===== src/rtl/lsc_pkg.sv =====
// ----------------------------------------------------------------------------
// lsc_pkg: shared definitions for the lidar scan to Cartesian unit
// Widths, constants, register indexes, state codes and the arctangent table.
// ----------------------------------------------------------------------------
package lsc_pkg;

  localparam int MAX_SAMPLES  = 4096;
  localparam int CORDIC_STEPS = 16;

  localparam int RANGE_W       = 16;
  localparam int INTENSITY_W   = 16;
  localparam int ANGLE_W       = 32;
  localparam int XY_W          = 17;
  localparam int COUNT_OUT_W   = 13;
  localparam int COUNT_W       = $clog2(MAX_SAMPLES + 1);
  localparam int STEP_W        = (CORDIC_STEPS > 1) ? $clog2(CORDIC_STEPS) : 1;
  localparam int ATAN_IDX_W    = 5;
  localparam int CFG_INDEX_W   = 3;
  localparam int CFG_DATA_W    = 32;

  // Rotation datapath: 32-bit prescaled range grown by the CORDIC gain.
  localparam int DATA_W = 36;
  localparam int ZETA_W = 34;

  localparam logic [RANGE_W-1:0]     INV_GAIN_Q16      = 16'd39797;
  localparam logic [INTENSITY_W-1:0] DEFAULT_INTENSITY = 16'd100;
  localparam int                     MM_LIMIT          = 65535;

  localparam int QUEUE_DEPTH = 2;
  localparam int QPTR_W      = $clog2(QUEUE_DEPTH);
  localparam int QCOUNT_W    = $clog2(QUEUE_DEPTH + 1);

  typedef enum logic [CFG_INDEX_W-1:0] {
    REG_MIN_RANGE     = 3'd0,
    REG_MAX_RANGE     = 3'd1,
    REG_START_ANGLE   = 3'd2,
    REG_ANGLE_STEP    = 3'd3,
    REG_HAS_INTENSITY = 3'd4
  } cfg_reg_t;

  typedef enum logic [1:0] {
    ST_IDLE,
    ST_LOAD,
    ST_ROTATE,
    ST_DONE
  } cordic_state_t;

  // One classified sample, as handed from the front end to the rotation unit.
  typedef struct packed {
    logic [RANGE_W-1:0]     range_mm;
    logic [ANGLE_W-1:0]     angle;
    logic [INTENSITY_W-1:0] intensity;
    logic [COUNT_W-1:0]     count;
    logic                   point_valid;
    logic                   last_in_scan;
  } job_t;

  // atan(2^-i) in binary-angle units, 2^32 per turn.
  function automatic logic [ANGLE_W-1:0] atan_angle(input logic [ATAN_IDX_W-1:0] i);
    logic [ANGLE_W-1:0] a;
    case (i)
      5'd0:    a = 32'd536870912;
      5'd1:    a = 32'd316933406;
      5'd2:    a = 32'd167458907;
      5'd3:    a = 32'd85004756;
      5'd4:    a = 32'd42667331;
      5'd5:    a = 32'd21354465;
      5'd6:    a = 32'd10679838;
      5'd7:    a = 32'd5340245;
      5'd8:    a = 32'd2670163;
      5'd9:    a = 32'd1335087;
      5'd10:   a = 32'd667544;
      5'd11:   a = 32'd333772;
      5'd12:   a = 32'd166886;
      5'd13:   a = 32'd83443;
      5'd14:   a = 32'd41722;
      5'd15:   a = 32'd20861;
      5'd16:   a = 32'd10430;
      5'd17:   a = 32'd5215;
      5'd18:   a = 32'd2608;
      5'd19:   a = 32'd1304;
      5'd20:   a = 32'd652;
      5'd21:   a = 32'd326;
      5'd22:   a = 32'd163;
      5'd23:   a = 32'd81;
      default: a = '0;
    endcase
    return a;
  endfunction

endpackage


===== src/rtl/lsc_if.sv =====
// ----------------------------------------------------------------------------
// lsc_if: channel interfaces of the lidar scan to Cartesian unit
// Sample input, point output and configuration write channels.
// ----------------------------------------------------------------------------
interface lsc_sample_if;
  logic                            valid;
  logic                            ready;
  logic [lsc_pkg::RANGE_W-1:0]     range_mm;
  logic                            not_finite;
  logic [lsc_pkg::INTENSITY_W-1:0] sample_intensity;
  logic                            last_in_scan;

  modport source (output valid, range_mm, not_finite, sample_intensity, last_in_scan,
                  input ready);
  modport sink   (input valid, range_mm, not_finite, sample_intensity, last_in_scan,
                  output ready);
endinterface

interface lsc_point_if;
  logic                            valid;
  logic                            ready;
  logic signed [lsc_pkg::XY_W-1:0] x_mm;
  logic signed [lsc_pkg::XY_W-1:0] y_mm;
  logic [lsc_pkg::INTENSITY_W-1:0] intensity_out;
  logic                            point_valid;
  logic                            scan_done;
  logic [lsc_pkg::COUNT_OUT_W-1:0] point_count;

  modport source (output valid, x_mm, y_mm, intensity_out, point_valid, scan_done,
                  point_count, input ready);
  modport sink   (input valid, x_mm, y_mm, intensity_out, point_valid, scan_done,
                  point_count, output ready);
endinterface

interface lsc_cfg_if;
  logic                            valid;
  logic                            ready;
  logic [lsc_pkg::CFG_INDEX_W-1:0] index;
  logic [lsc_pkg::CFG_DATA_W-1:0]  data;

  modport source (output valid, index, data, input ready);
  modport sink   (input valid, index, data, output ready);
endinterface


===== src/rtl/lsc_front.sv =====
// ----------------------------------------------------------------------------
// lsc_front: sample intake and classification
// Holds the configuration, applies the range filter, tracks the beam angle
// and the valid point count, and pushes one job per sample.
// ----------------------------------------------------------------------------
module lsc_front (
  input  logic              clk,
  input  logic              rst,
  lsc_sample_if.sink        samples,
  lsc_cfg_if.sink           cfg,
  input  logic              full,
  output logic              push,
  output lsc_pkg::job_t     push_job
);

  logic [lsc_pkg::RANGE_W-1:0] range_lo;
  logic [lsc_pkg::RANGE_W-1:0] range_hi;
  logic [lsc_pkg::ANGLE_W-1:0] start_angle;
  logic [lsc_pkg::ANGLE_W-1:0] angle_step;
  logic                        has_intensity;
  logic [lsc_pkg::ANGLE_W-1:0] beam_angle;
  logic [lsc_pkg::COUNT_W-1:0] points_in_scan;
  logic [lsc_pkg::COUNT_W-1:0] points_in_scan_next;
  logic                        in_range;

  assign cfg.ready     = 1'b1;
  assign samples.ready = !full;
  assign push          = samples.valid && !full;

  always_comb begin
    in_range = !samples.not_finite && (samples.range_mm >= range_lo)
               && (samples.range_mm <= range_hi);
    points_in_scan_next = points_in_scan;
    if (in_range && (points_in_scan < lsc_pkg::COUNT_W'(lsc_pkg::MAX_SAMPLES))) begin
      points_in_scan_next = points_in_scan + 1'b1;
    end
    push_job.range_mm     = samples.range_mm;
    push_job.angle        = beam_angle;
    push_job.count        = points_in_scan_next;
    push_job.point_valid  = in_range;
    push_job.last_in_scan = samples.last_in_scan;
    if (!in_range) begin
      push_job.intensity = '0;
    end else if (has_intensity) begin
      push_job.intensity = samples.sample_intensity;
    end else begin
      push_job.intensity = lsc_pkg::DEFAULT_INTENSITY;
    end
  end

  always_ff @(posedge clk) begin
    if (rst) begin
      range_lo       <= '0;
      range_hi       <= '1;
      start_angle    <= '0;
      angle_step     <= '0;
      has_intensity  <= 1'b0;
      beam_angle     <= '0;
      points_in_scan <= '0;
    end else begin
      if (push) begin
        if (samples.last_in_scan) begin
          beam_angle     <= start_angle;
          points_in_scan <= '0;
        end else begin
          beam_angle     <= beam_angle + angle_step;
          points_in_scan <= points_in_scan_next;
        end
      end
      if (cfg.valid) begin
        case (cfg.index)
          lsc_pkg::REG_MIN_RANGE:     range_lo      <= cfg.data[lsc_pkg::RANGE_W-1:0];
          lsc_pkg::REG_MAX_RANGE:     range_hi      <= cfg.data[lsc_pkg::RANGE_W-1:0];
          lsc_pkg::REG_START_ANGLE: begin
            start_angle <= cfg.data;
            beam_angle  <= cfg.data;
          end
          lsc_pkg::REG_ANGLE_STEP:    angle_step    <= cfg.data;
          lsc_pkg::REG_HAS_INTENSITY: has_intensity <= cfg.data[0];
          default: ;
        endcase
      end
    end
  end

endmodule


===== src/rtl/lsc_queue.sv =====
// ----------------------------------------------------------------------------
// lsc_queue: short job queue
// Register queue between the intake front end and the rotation unit.
// ----------------------------------------------------------------------------
module lsc_queue (
  input  logic          clk,
  input  logic          rst,
  input  logic          push,
  input  lsc_pkg::job_t push_job,
  output logic          full,
  input  logic          pop,
  output logic          not_empty,
  output lsc_pkg::job_t head
);

  lsc_pkg::job_t                entries [lsc_pkg::QUEUE_DEPTH];
  logic [lsc_pkg::QPTR_W-1:0]   wr_ptr;
  logic [lsc_pkg::QPTR_W-1:0]   rd_ptr;
  logic [lsc_pkg::QCOUNT_W-1:0] fill;

  assign full      = (fill == lsc_pkg::QCOUNT_W'(lsc_pkg::QUEUE_DEPTH));
  assign not_empty = (fill != '0);
  assign head      = entries[rd_ptr];

  always_ff @(posedge clk) begin
    if (push) begin
      entries[wr_ptr] <= push_job;
    end
  end

  always_ff @(posedge clk) begin
    if (rst) begin
      wr_ptr <= '0;
      rd_ptr <= '0;
      fill   <= '0;
    end else begin
      if (push) begin
        wr_ptr <= wr_ptr + 1'b1;
      end
      if (pop) begin
        rd_ptr <= rd_ptr + 1'b1;
      end
      if (push && !pop) begin
        fill <= fill + 1'b1;
      end else if (pop && !push) begin
        fill <= fill - 1'b1;
      end
    end
  end

endmodule


===== src/rtl/lsc_cordic.sv =====
// ----------------------------------------------------------------------------
// lsc_cordic: iterative rotation unit
// Prescales the range, folds the angle into the right half plane, runs the
// rotation steps and rounds the result into the output register.
// ----------------------------------------------------------------------------
module lsc_cordic (
  input  logic          clk,
  input  logic          rst,
  input  logic          not_empty,
  input  lsc_pkg::job_t head,
  output logic          pop,
  lsc_point_if.source   points
);

  localparam int DW = lsc_pkg::DATA_W;
  localparam int ZW = lsc_pkg::ZETA_W;
  localparam int RW = DW - 15;
  localparam logic signed [RW-1:0] LIMIT_POS = RW'(lsc_pkg::MM_LIMIT);
  localparam logic signed [RW-1:0] LIMIT_NEG = -RW'(lsc_pkg::MM_LIMIT);

  lsc_pkg::cordic_state_t state;
  lsc_pkg::cordic_state_t state_next;
  lsc_pkg::job_t          job;
  logic signed [DW-1:0]   x;
  logic signed [DW-1:0]   y;
  logic signed [ZW-1:0]   z;
  logic [lsc_pkg::STEP_W-1:0] step;
  logic                   out_valid;
  logic                   out_load;

  logic [2*lsc_pkg::RANGE_W-1:0] prod;
  logic                          fold;
  logic [lsc_pkg::ANGLE_W-1:0]   folded;
  logic signed [DW-1:0]          dx;
  logic signed [DW-1:0]          dy;
  logic signed [ZW-1:0]          atan_z;
  logic                          last_step;

  // Round half up to whole millimetres and clamp to the output range.
  function automatic logic signed [lsc_pkg::XY_W-1:0] to_mm(input logic signed [DW-1:0] v);
    logic signed [DW:0]   s;
    logic signed [RW-1:0] r;
    s = {v[DW-1], v} + (DW + 1)'(32768);
    r = s[DW:16];
    if (r > LIMIT_POS) begin
      r = LIMIT_POS;
    end else if (r < LIMIT_NEG) begin
      r = LIMIT_NEG;
    end
    return r[lsc_pkg::XY_W-1:0];
  endfunction

  always_comb begin
    prod      = lsc_pkg::RANGE_W'(job.range_mm) * lsc_pkg::INV_GAIN_Q16;
    fold      = job.angle[lsc_pkg::ANGLE_W-1] ^ job.angle[lsc_pkg::ANGLE_W-2];
    folded    = fold ? (job.angle + 32'h8000_0000) : job.angle;
    dx        = y >>> step;
    dy        = x >>> step;
    atan_z    = ZW'(lsc_pkg::atan_angle(lsc_pkg::ATAN_IDX_W'(step)));
    last_step = (step == lsc_pkg::STEP_W'(lsc_pkg::CORDIC_STEPS - 1));
  end

  // Next state.
  always_comb begin
    state_next = state;
    unique case (state)
      lsc_pkg::ST_IDLE: begin
        if (not_empty) state_next = lsc_pkg::ST_LOAD;
      end
      lsc_pkg::ST_LOAD: begin
        state_next = job.point_valid ? lsc_pkg::ST_ROTATE : lsc_pkg::ST_DONE;
      end
      lsc_pkg::ST_ROTATE: begin
        if (last_step) state_next = lsc_pkg::ST_DONE;
      end
      lsc_pkg::ST_DONE: begin
        if (!out_valid || points.ready) state_next = lsc_pkg::ST_IDLE;
      end
      default: state_next = lsc_pkg::ST_IDLE;
    endcase
  end

  // Control outputs.
  always_comb begin
    pop      = 1'b0;
    out_load = 1'b0;
    unique case (state)
      lsc_pkg::ST_IDLE:   pop      = not_empty;
      lsc_pkg::ST_LOAD:   ;
      lsc_pkg::ST_ROTATE: ;
      lsc_pkg::ST_DONE:   out_load = !out_valid || points.ready;
      default: ;
    endcase
  end

  always_ff @(posedge clk) begin
    if (rst) begin
      state <= lsc_pkg::ST_IDLE;
    end else begin
      state <= state_next;
    end
  end

  always_ff @(posedge clk) begin
    if (pop) begin
      job <= head;
    end
    if (state == lsc_pkg::ST_LOAD) begin
      x    <= fold ? -$signed(DW'(prod)) : $signed(DW'(prod));
      y    <= '0;
      z    <= ZW'($signed(folded));
      step <= '0;
    end else if (state == lsc_pkg::ST_ROTATE) begin
      if (!z[ZW-1]) begin
        x <= x - dx;
        y <= y + dy;
        z <= z - atan_z;
      end else begin
        x <= x + dx;
        y <= y - dy;
        z <= z + atan_z;
      end
      step <= step + 1'b1;
    end
  end

  // Output register: the next item can be fetched and rotated while this
  // one still waits for the sink.
  assign points.valid = out_valid;

  always_ff @(posedge clk) begin
    if (rst) begin
      out_valid <= 1'b0;
    end else if (out_load) begin
      out_valid <= 1'b1;
    end else if (points.ready) begin
      out_valid <= 1'b0;
    end
  end

  always_ff @(posedge clk) begin
    if (out_load) begin
      points.x_mm          <= job.point_valid ? to_mm(x) : '0;
      points.y_mm          <= job.point_valid ? to_mm(y) : '0;
      points.intensity_out <= job.intensity;
      points.point_valid   <= job.point_valid;
      points.scan_done     <= job.last_in_scan;
      points.point_count   <= lsc_pkg::COUNT_OUT_W'(job.count);
    end
  end

endmodule


===== src/rtl/lidar_scan_to_cartesian_unit.sv =====
// ----------------------------------------------------------------------------
// lidar_scan_to_cartesian_unit: lidar range samples to Cartesian points
// Filters each range sample, tracks the beam angle and the valid point count
// of the scan, and projects accepted samples to x and y by CORDIC rotation.
// ----------------------------------------------------------------------------
//
//   Channel   Role      Handshake      Payload
//   samples   input     valid/ready    range_mm, not_finite, sample_intensity,
//                                      last_in_scan
//   points    output    valid/ready    x_mm, y_mm, intensity_out, point_valid,
//                                      scan_done, point_count
//   cfg       config    valid/ready    index (register number), data
//
// A point that passes the range filter goes through the rotation unit in
// order: fetch of the item from the queue, the range prescale multiply, 16
// CORDIC steps and rounding into the output register. A rejected sample
// skips the rotation steps. The single shared rotation unit sets the
// sustained rate. Reset (rst, synchronous) restores the register defaults
// and empties the queue. The two-entry queue lets the intake keep accepting
// while the rotation unit or the output is stalled, and the output register
// holds a finished point while the next is rotated.
//
// The front end accepts configuration writes without stalling; cfg.ready
// is always high.
//
module lidar_scan_to_cartesian_unit (
  input  logic        clk,
  input  logic        rst,
  lsc_sample_if.sink  samples,
  lsc_point_if.source points,
  lsc_cfg_if.sink     cfg
);

  logic          push;
  lsc_pkg::job_t push_job;
  logic          full;
  logic          pop;
  logic          not_empty;
  lsc_pkg::job_t head;

  // Intake: range filter, beam angle and point count bookkeeping.
  lsc_front u_front (
    .clk      (clk),
    .rst      (rst),
    .samples  (samples),
    .cfg      (cfg),
    .full     (full),
    .push     (push),
    .push_job (push_job)
  );

  // Decoupling queue between intake and rotation.
  lsc_queue u_queue (
    .clk       (clk),
    .rst       (rst),
    .push      (push),
    .push_job  (push_job),
    .full      (full),
    .pop       (pop),
    .not_empty (not_empty),
    .head      (head)
  );

  // Rotation unit with the output register.
  lsc_cordic u_cordic (
    .clk       (clk),
    .rst       (rst),
    .not_empty (not_empty),
    .head      (head),
    .pop       (pop),
    .points    (points)
  );

endmodule

===== src/flat_wrapper.sv =====
// flat-port wrapper written by rule: the top's interface ports become plain ports
module lidar_scan_to_cartesian_unit_flat 
  (clk, rst, samples_valid, samples_range_mm, samples_not_finite, samples_sample_intensity, samples_last_in_scan, samples_ready, points_valid, points_x_mm, points_y_mm, points_intensity_out, points_point_valid, points_scan_done, points_point_count, points_ready, cfg_valid, cfg_index, cfg_data, cfg_ready);
  lsc_sample_if samples_i ();
  lsc_point_if points_i ();
  lsc_cfg_if cfg_i ();
  input  logic clk;
  input  logic rst;
  input wire logic [$bits(samples_i.valid)-1:0] samples_valid;
  input wire logic [$bits(samples_i.range_mm)-1:0] samples_range_mm;
  input wire logic [$bits(samples_i.not_finite)-1:0] samples_not_finite;
  input wire logic [$bits(samples_i.sample_intensity)-1:0] samples_sample_intensity;
  input wire logic [$bits(samples_i.last_in_scan)-1:0] samples_last_in_scan;
  output wire logic [$bits(samples_i.ready)-1:0] samples_ready;
  output wire logic [$bits(points_i.valid)-1:0] points_valid;
  output wire logic [$bits(points_i.x_mm)-1:0] points_x_mm;
  output wire logic [$bits(points_i.y_mm)-1:0] points_y_mm;
  output wire logic [$bits(points_i.intensity_out)-1:0] points_intensity_out;
  output wire logic [$bits(points_i.point_valid)-1:0] points_point_valid;
  output wire logic [$bits(points_i.scan_done)-1:0] points_scan_done;
  output wire logic [$bits(points_i.point_count)-1:0] points_point_count;
  input wire logic [$bits(points_i.ready)-1:0] points_ready;
  input wire logic [$bits(cfg_i.valid)-1:0] cfg_valid;
  input wire logic [$bits(cfg_i.index)-1:0] cfg_index;
  input wire logic [$bits(cfg_i.data)-1:0] cfg_data;
  output wire logic [$bits(cfg_i.ready)-1:0] cfg_ready;
  assign samples_i.valid = samples_valid;
  assign samples_i.range_mm = samples_range_mm;
  assign samples_i.not_finite = samples_not_finite;
  assign samples_i.sample_intensity = samples_sample_intensity;
  assign samples_i.last_in_scan = samples_last_in_scan;
  assign samples_ready = samples_i.ready;
  assign points_valid = points_i.valid;
  assign points_x_mm = points_i.x_mm;
  assign points_y_mm = points_i.y_mm;
  assign points_intensity_out = points_i.intensity_out;
  assign points_point_valid = points_i.point_valid;
  assign points_scan_done = points_i.scan_done;
  assign points_point_count = points_i.point_count;
  assign points_i.ready = points_ready;
  assign cfg_i.valid = cfg_valid;
  assign cfg_i.index = cfg_index;
  assign cfg_i.data = cfg_data;
  assign cfg_ready = cfg_i.ready;
  lidar_scan_to_cartesian_unit u_core (.clk(clk), .rst(rst), .samples(samples_i), .points(points_i), .cfg(cfg_i));
endmodule

===== config.mk =====
export PLATFORM = sky130hd
export DESIGN_NAME = lidar_scan_to_cartesian_unit_flat
export DESIGN_NICKNAME = d
export VERILOG_FILES = /design/src/rtl/lsc_pkg.sv /design/src/rtl/lsc_if.sv /design/src/rtl/lsc_front.sv /design/src/rtl/lsc_queue.sv /design/src/rtl/lsc_cordic.sv /design/src/rtl/lidar_scan_to_cartesian_unit.sv /design/src/flat_wrapper.sv
export SDC_FILE = /design/constraint.sdc
export NUM_CORES = 2
export LEC_CHECK = 0
export BUFFER_PORTS_ARGS = -buffer_cell sky130_fd_sc_hd__clkbuf_2
export CAP_MARGIN = 10
export CELL_PAD_IN_SITES_DETAIL_PLACEMENT = 1
export CELL_PAD_IN_SITES_GLOBAL_PLACEMENT = 2
export CORE_MARGIN = 8
export CORE_UTILIZATION = 25
export DETAILED_ROUTE_END_ITERATION = 7
export PLACE_DENSITY_LB_ADDON = 0.1
export SYNTH_ARGS = -nofsm -noshare
export SYNTH_HDL_FRONTEND = slang
export SYNTH_SLANG_ARGS = --single-unit

===== constraint.sdc =====
create_clock -name clk -period 11.05 [get_ports clk]
set_input_delay 1.105 -clock clk [delete_from_list [all_inputs] [get_ports clk]]
set_output_delay 1.105 -clock clk [all_outputs]
set_load 0.03 [all_outputs]

Word level (Yosys, flattened, before mapping):

Memory sizes are Yosys's and may differ from the RTL's. A register that Yosys moved wholly into a read port is not among the register bits.
Cells that the tools add are included.

* flip-flop bits (word level): 324
* memory bits (writable): 158
* ROM bits: 480
* word-level logic and storage cells: 129
* memories kept: 2

* add/subtract/negate cells: 17
* multiply operators: 1
* order comparisons: 7
* eq/ne operators: 12
* shift operators: 2
* muxes and demuxes: 36
* bitwise logic cells: 2
* reduce and logical (&&, ||, !) cells: 26

Memories
* (name not given): words 16, width 30, read ports 1, clocked after Yosys merged registers in 1, wr ports 0, RTL line lsc_pkg.sv:61 `case (i)`
* u_core.u_queue.entries: words 2, width 79, read ports 1, clocked after Yosys merged registers in 1, wr ports 1, RTL line lsc_queue.sv:16 `lsc_pkg::job_t entries [lsc_pkg::QUEUE_DEPTH];`

Operator list (count)
* $mux W36: 5
* $mux W32: 5
* $mux W34: 3
* $add A36 B17 Y37 const B: 2
* $add A36 B36 Y36: 2
* $sshr A36 B4 Y36: 2
* $sub A36 B36 Y36: 2
* $mux W16: 4
* $gt A21 B17 Y1 const B: 2
* $lt A21 B17 Y1 const B: 2
* $neg A32 Y36: 1
* $add A34 B33 Y34: 1
* $mux W17: 2
* $sub A34 B33 Y34: 1
* $add A32 B32 Y32: 1
* $add A32 B32 Y32 const B: 1
* $mul A16 B16 Y32 const B: 1
* $mux W13: 2
* $ge A16 B16 Y1: 1
* $le A16 B16 Y1: 1
* $add A13 B1 Y13 const B: 1
* $lt A13 B13 Y1 const B: 1
* $mux W2: 5
* $reduce_and A2 Y1: 5
* other kinds (24): 50

Longest topological paths before layout:

* depth in word-level cells: 7
* mapped depth: 28
* mapped depth without buffers: 23

Modules after synthesis:

From an unflattened synthesis, not the netlist that was laid out.

* cell total of the unflattened synthesis: 4359
* area total of the unflattened synthesis: 42687.2 um2

By module, submodules not included
* lsc_cordic: times used 1, cells each 2987, area each 28194.5 um2, seq. area each 7887.6 um2
* lsc_front: times used 1, cells each 1104, area each 8549.4 um2, seq. area each 2842.7 um2
* lsc_queue: times used 1, cells each 268, area each 5943.2 um2, seq. area each 4844.6 um2

Worst setup path before layout:

Ideal clock, no wire load.

* path type: register to register
* start: reg u_core.u_cordic.job[71] (netlist name)
* end: reg u_core.u_cordic.x[31] (data pin)
* library setup time: 0.265 ns
* arrival time: 6.683 ns
* data required time: 10.785 ns
* slack: 4.102 ns
* stages on the path, launching flop included: 24
* buffers on the path: 0
* clock period less this slack: 6.948 ns
* cells stage by stage: edfxtp_1 inv_1 fa_1 fa_1 inv_1 fa_1 inv_1 fa_1 inv_1 fa_1 inv_1 fa_1 inv_1 ha_1 a21oi_1 nand2_1 a211oi_1 nor3_1 or3_1 a2111oi_0 nand3b_1 nor4_1 mux2i_1 or3_1

* cells in the longest elaborated chain, start to end: 4

Ends and longest elaborated chain
* $mul A16 B16 Y32 *: RTL line lsc_cordic.sv:54 `prod = lsc_pkg::RANGE_W'(job.range_mm) * lsc_pkg::INV_GAIN_Q16;`
* $neg A32 Y36: RTL line lsc_cordic.sv:109 `x <= fold ? -$signed(DW'(prod)) : $signed(DW'(prod));`
* $mux W36 *: RTL line lsc_cordic.sv:109
* $mux W36 *: RTL line lsc_cordic.sv:108 `if (state == lsc_pkg::ST_LOAD) begin`
* to (signal assigned): RTL line lsc_cordic.sv:109
* to (signal assigned): RTL line lsc_cordic.sv:115 `x <= x - dx;`
* to (signal assigned): RTL line lsc_cordic.sv:119 `x <= x + dx;`
* to (decl): RTL line lsc_cordic.sv:24 `logic signed [DW-1:0] x;`

Mark *: on every way between the ends. The rest lies on a longest branch, timed or not.
A chain may end at the register's enable or synchronous reset.

Worst setup path after layout:

* start: reg u_core.u_cordic.job[69] (netlist name)
* end: reg u_core.u_cordic.x[32] (data pin)

* cells in the longest elaborated chain, start to end: 4

Ends and longest elaborated chain (RTL line)
* $mul A16 B16 Y32: lsc_cordic.sv:54
* $neg A32 Y36: lsc_cordic.sv:109
* $mux W36: lsc_cordic.sv:109
* $mux W36: lsc_cordic.sv:108

Every way passes these cells.

==> key figures <==
Global routing
  – First-pass GRT wire length: about 220,000 µm
  – Gr usage total: 0.1510
  – Vias in the first global route: ~35,000
  – Pin count of the biggest net entering global routing: 74
  – Gr ovfl total: 0
  – Initial antenna violation count: 5

Synth
  – Compound-Gate Fraction of Synth Area: 0.1637
  – Main combinational cell family by area after synthesis: compound AO/OA/AOI/OAI gates
  – #FFs+latches synth: 591
  – Avg Cell Area, Syn: slightly below 10 µm²
  – Synth Area in Simple Gates: 0.1349
  – Mux share of post-synthesis cell area: 0.08986
  – Post-synthesis net count: around 4,900
  – Gate count of the mapped netlist: 4,437
  – Post-synthesis adder-cell area fraction: 0.1409
  – Post-synthesis xor/xnor area fraction: 0.05959
  – EDFF count, synth: about 370
  – Synth cell types: 93
  – Synth warnings: 0
  – Async SR Flop Fraction: 0
  – Share of the synthesized area in the top cell type: 0.2613
  – Seq/Total Area, Yosys: 0.3639
  – Post-Syn Area: about 0.043 mm²
  – Synth area leaders: edfxtp_1 (26%), dfxtp_1 (10%), ha_1 (9.1%)
  – Ys flop type: edfxtp_1
  – Yosys top cell by area: edfxtp_1

Drt
  – Vias/cell: between 4 and 5
  – Initial DRC Count: 1,518
  – DRC: 0
  – Post-route ant nets: 0
  – Drt wl/cell: 21.11 µm
  – TritonRoute pass-1 iters: 5
  – Final WL: around 140,000 µm
  – Vias post-DR: approximately 33,000

Clock network
  – CTS Hold Bufs: 0
  – Worst-Skew Late Latency: 0.68 ns
  – Reg clk slew, reported paths: approximately 0.060 ns
  – # H-tree levels: 3
  – Bufs on Longest Clock Path: 3
  – CTS tree: done
  – Clk sinks: around 600
  – Post-cts resize count: 0
  – Setup Buffers After CTS: 0
  – Inserted Clock Buffers: between 70 and 80
  – Root Buffer: clkbuf_16

Placement
  – DP HPWL: ~110,000 µm
  – # port buffers: 140
  – GP Congestion: about 0.77
  – Inst Count DP: roughly 6,600

Die
  – Core area: approximately 0.17 mm²
  – Die extent in y: 429.5 µm
  – Rows: approximately 150
  – Initial Utilization: 0.2520
  – Die ar.: approximately 0.18 mm²
  – Width of the die: about 430 µm
  – IO Pins: ~140

STA
  – Max-slew headroom: 0.2815
  – Fmax: roughly 120 MHz
  – Final period utilization: 0.7423
  – Setup Skew: 0.03406 ns
  – # setup viols final: 0
  – Post-layout min period: between 8 and 9 ns
  – Slew @ Worst Pin: 1.070 ns
  – Final Hold Violating Endpoints: 0
  – RSZ-0062 raised after global routing: false
  – Final count of pins violating max slew: 0
  – TNS Setup: 0 ns
  – Hold_ws: about 0.42 ns

Min path
  – Worst hold path type: flop to flop

Finish
  – Layout cells sized above 1: 0.1193
  – Final #Nets: a little under 5,000
  – Filler cells: ~19,000
  – Fin util: 0.2857
  – Register area: approximately 0.016 mm²
  – Layout overhead on the synthesized area: 13.39%
  – Area of the multi-input gates: between 0.02 and 0.03 mm²
  – Post-Layout Cell Count: 6,755

Setup path
  – Kind of critical path: flop to flop
  – CP arrival: between 8 and 9 ns
  – Setup crit start kind: flop
  – Worst Setup End Kind: flop
  – Critical path fanouts, max: 6
  – Critical Path RT: about 11 ns

Flow run
  – Max cap viols: 0

Status
  – Status: complete, no violations
placed cells by master, fill, tap and decap left out, types with 95 or more instances in the layout:
cell type    n
inv_1      275
edfxtp_1   372
mux2i_1     95
a21oi_1    373
xnor2_1    148
nor2_1     270
nand2_1    479
clkbuf_2   139
ha_1       307
o21ai_0    247
fa_1       107
xor2_1     139
dfxtp_1    214
mux2_2     115
cell type report:
class	instances	share of cell area
Multi-Input combinational cell	3335	0.5209
Sequential cell	591	0.3213
Tap cell	2218	0.05726
Clock buffer	93	0.04228
Inverter	280	0.02171
Timing Repair Buffer	181	0.02086
Clock inverter	53	0.01551
Antenna cell	4	0.0002065
synthesized netlist by cell type, types with 33 or more instances:
master and number:
mux2i_1 95, a21o_1 80, a211oi_1 35, fa_1 107, xor2_1 140, a21oi_1 373
nand4_1 38, nand2b_1 35, ha_1 310, and2_1 33, dfxtp_1 219, edfxtp_1 372
o211ai_1 68, inv_1 276, xnor2_1 149, mux2_2 115, clkbuf_1 180, nor2_1 272
nand2_1 479, o21ai_0 248, nand3_1 80, a31oi_1 48, and3_1 71, mux4_2 58
nor3_1 70
sequential cells by signal, indices dropped and copies added, names as in the netlist, 2 cells and up:
signal / flops
u_core.u_cordic.points.point_count: 13
u_core.u_cordic.atan_z: 30
u_core.u_cordic.points.intensity_out: 16
u_core.u_front.start_angle: 32
u_core.u_cordic.step: 4
u_core.u_cordic.y: 36
u_core.u_queue.entries: 158
u_core.u_cordic.points.x_mm: 17
u_core.u_front.range_lo: 16
u_core.u_cordic.z: 34
u_core.u_front.points_in_scan: 13
u_core.u_front.angle_step: 32
u_core.u_cordic.points.y_mm: 17
u_core.u_cordic.job: 79
u_core.u_queue.fill: 2
u_core.u_cordic.x: 36
u_core.u_front.range_hi: 16
u_core.u_cordic.state: 2
u_core.u_front.beam_angle: 32
per-stage QoR:
step                instance area (µm²)  setup WS, ns
global route                      48460         2.221
finish                            48470         2.848
floorplan                         42750         4.102
global placement                  45650         2.802
CTS                               48450         2.747
detailed placement                45650         2.785
cells by family after synthesis:
group | Yosys count
fa+ha+maj | 417
other cells | 1
xor+xnor | 290
simple gates | 1233
compound gates | 1113
flops | 591
mux | 281
buf+inv | 511
path summary, 6_finish.rpt:
check	from	endpoint	slack [ns]	cells past startpoint
worst min register to register	u_core.u_cordic.job[27]$_DFFE_PP_	u_core.u_cordic.points.intensity_out[12]$_DFFE_PP_	0.42	0
worst min-delay path	u_core.u_cordic.job[27]$_DFFE_PP_	u_core.u_cordic.points.intensity_out[12]$_DFFE_PP_	0.42	0
worst max register to register	u_core.u_cordic.job[69]$_DFFE_PP_	u_core.u_cordic.x[32]$_DFFE_PP_	2.85	23
worst max-delay path	u_core.u_cordic.job[69]$_DFFE_PP_	u_core.u_cordic.x[32]$_DFFE_PP_	2.85	23
metal layers:
metal,wire (µm),share of wire,vias up,GRT usage
met5,0,0,-,0
met4,4029,0.028,0,0.04391
met3,3056,0.021,157,0.01789
met2,69950,0.49,330,0.2657
met1,65570,0.46,16420,0.1942
li1,-,-,16200,-
critical path, cell delays in order (launching register included):
cell,delay [ns]
edfxtp_1,0.57
inv_1,0.19
fa_1,0.53
fa_1,0.51
inv_1,0.05
fa_1,0.50
inv_1,0.05
fa_1,0.47
inv_1,0.05
fa_1,0.52
inv_1,0.05
fa_1,0.53
inv_1,0.04
ha_1,0.35
a21oi_1,0.31
nand2_1,0.11
a211oi_1,0.40
nor3_1,0.13
or3_1,0.36
a2111oi_0,0.87
nand3b_1,0.26
nor4_1,0.70
a31o_2,0.29
o21ai_0,0.08
Power is not shown: default switching activity piles up to over one toggle a cycle in this logic, so the estimate is an artifact.
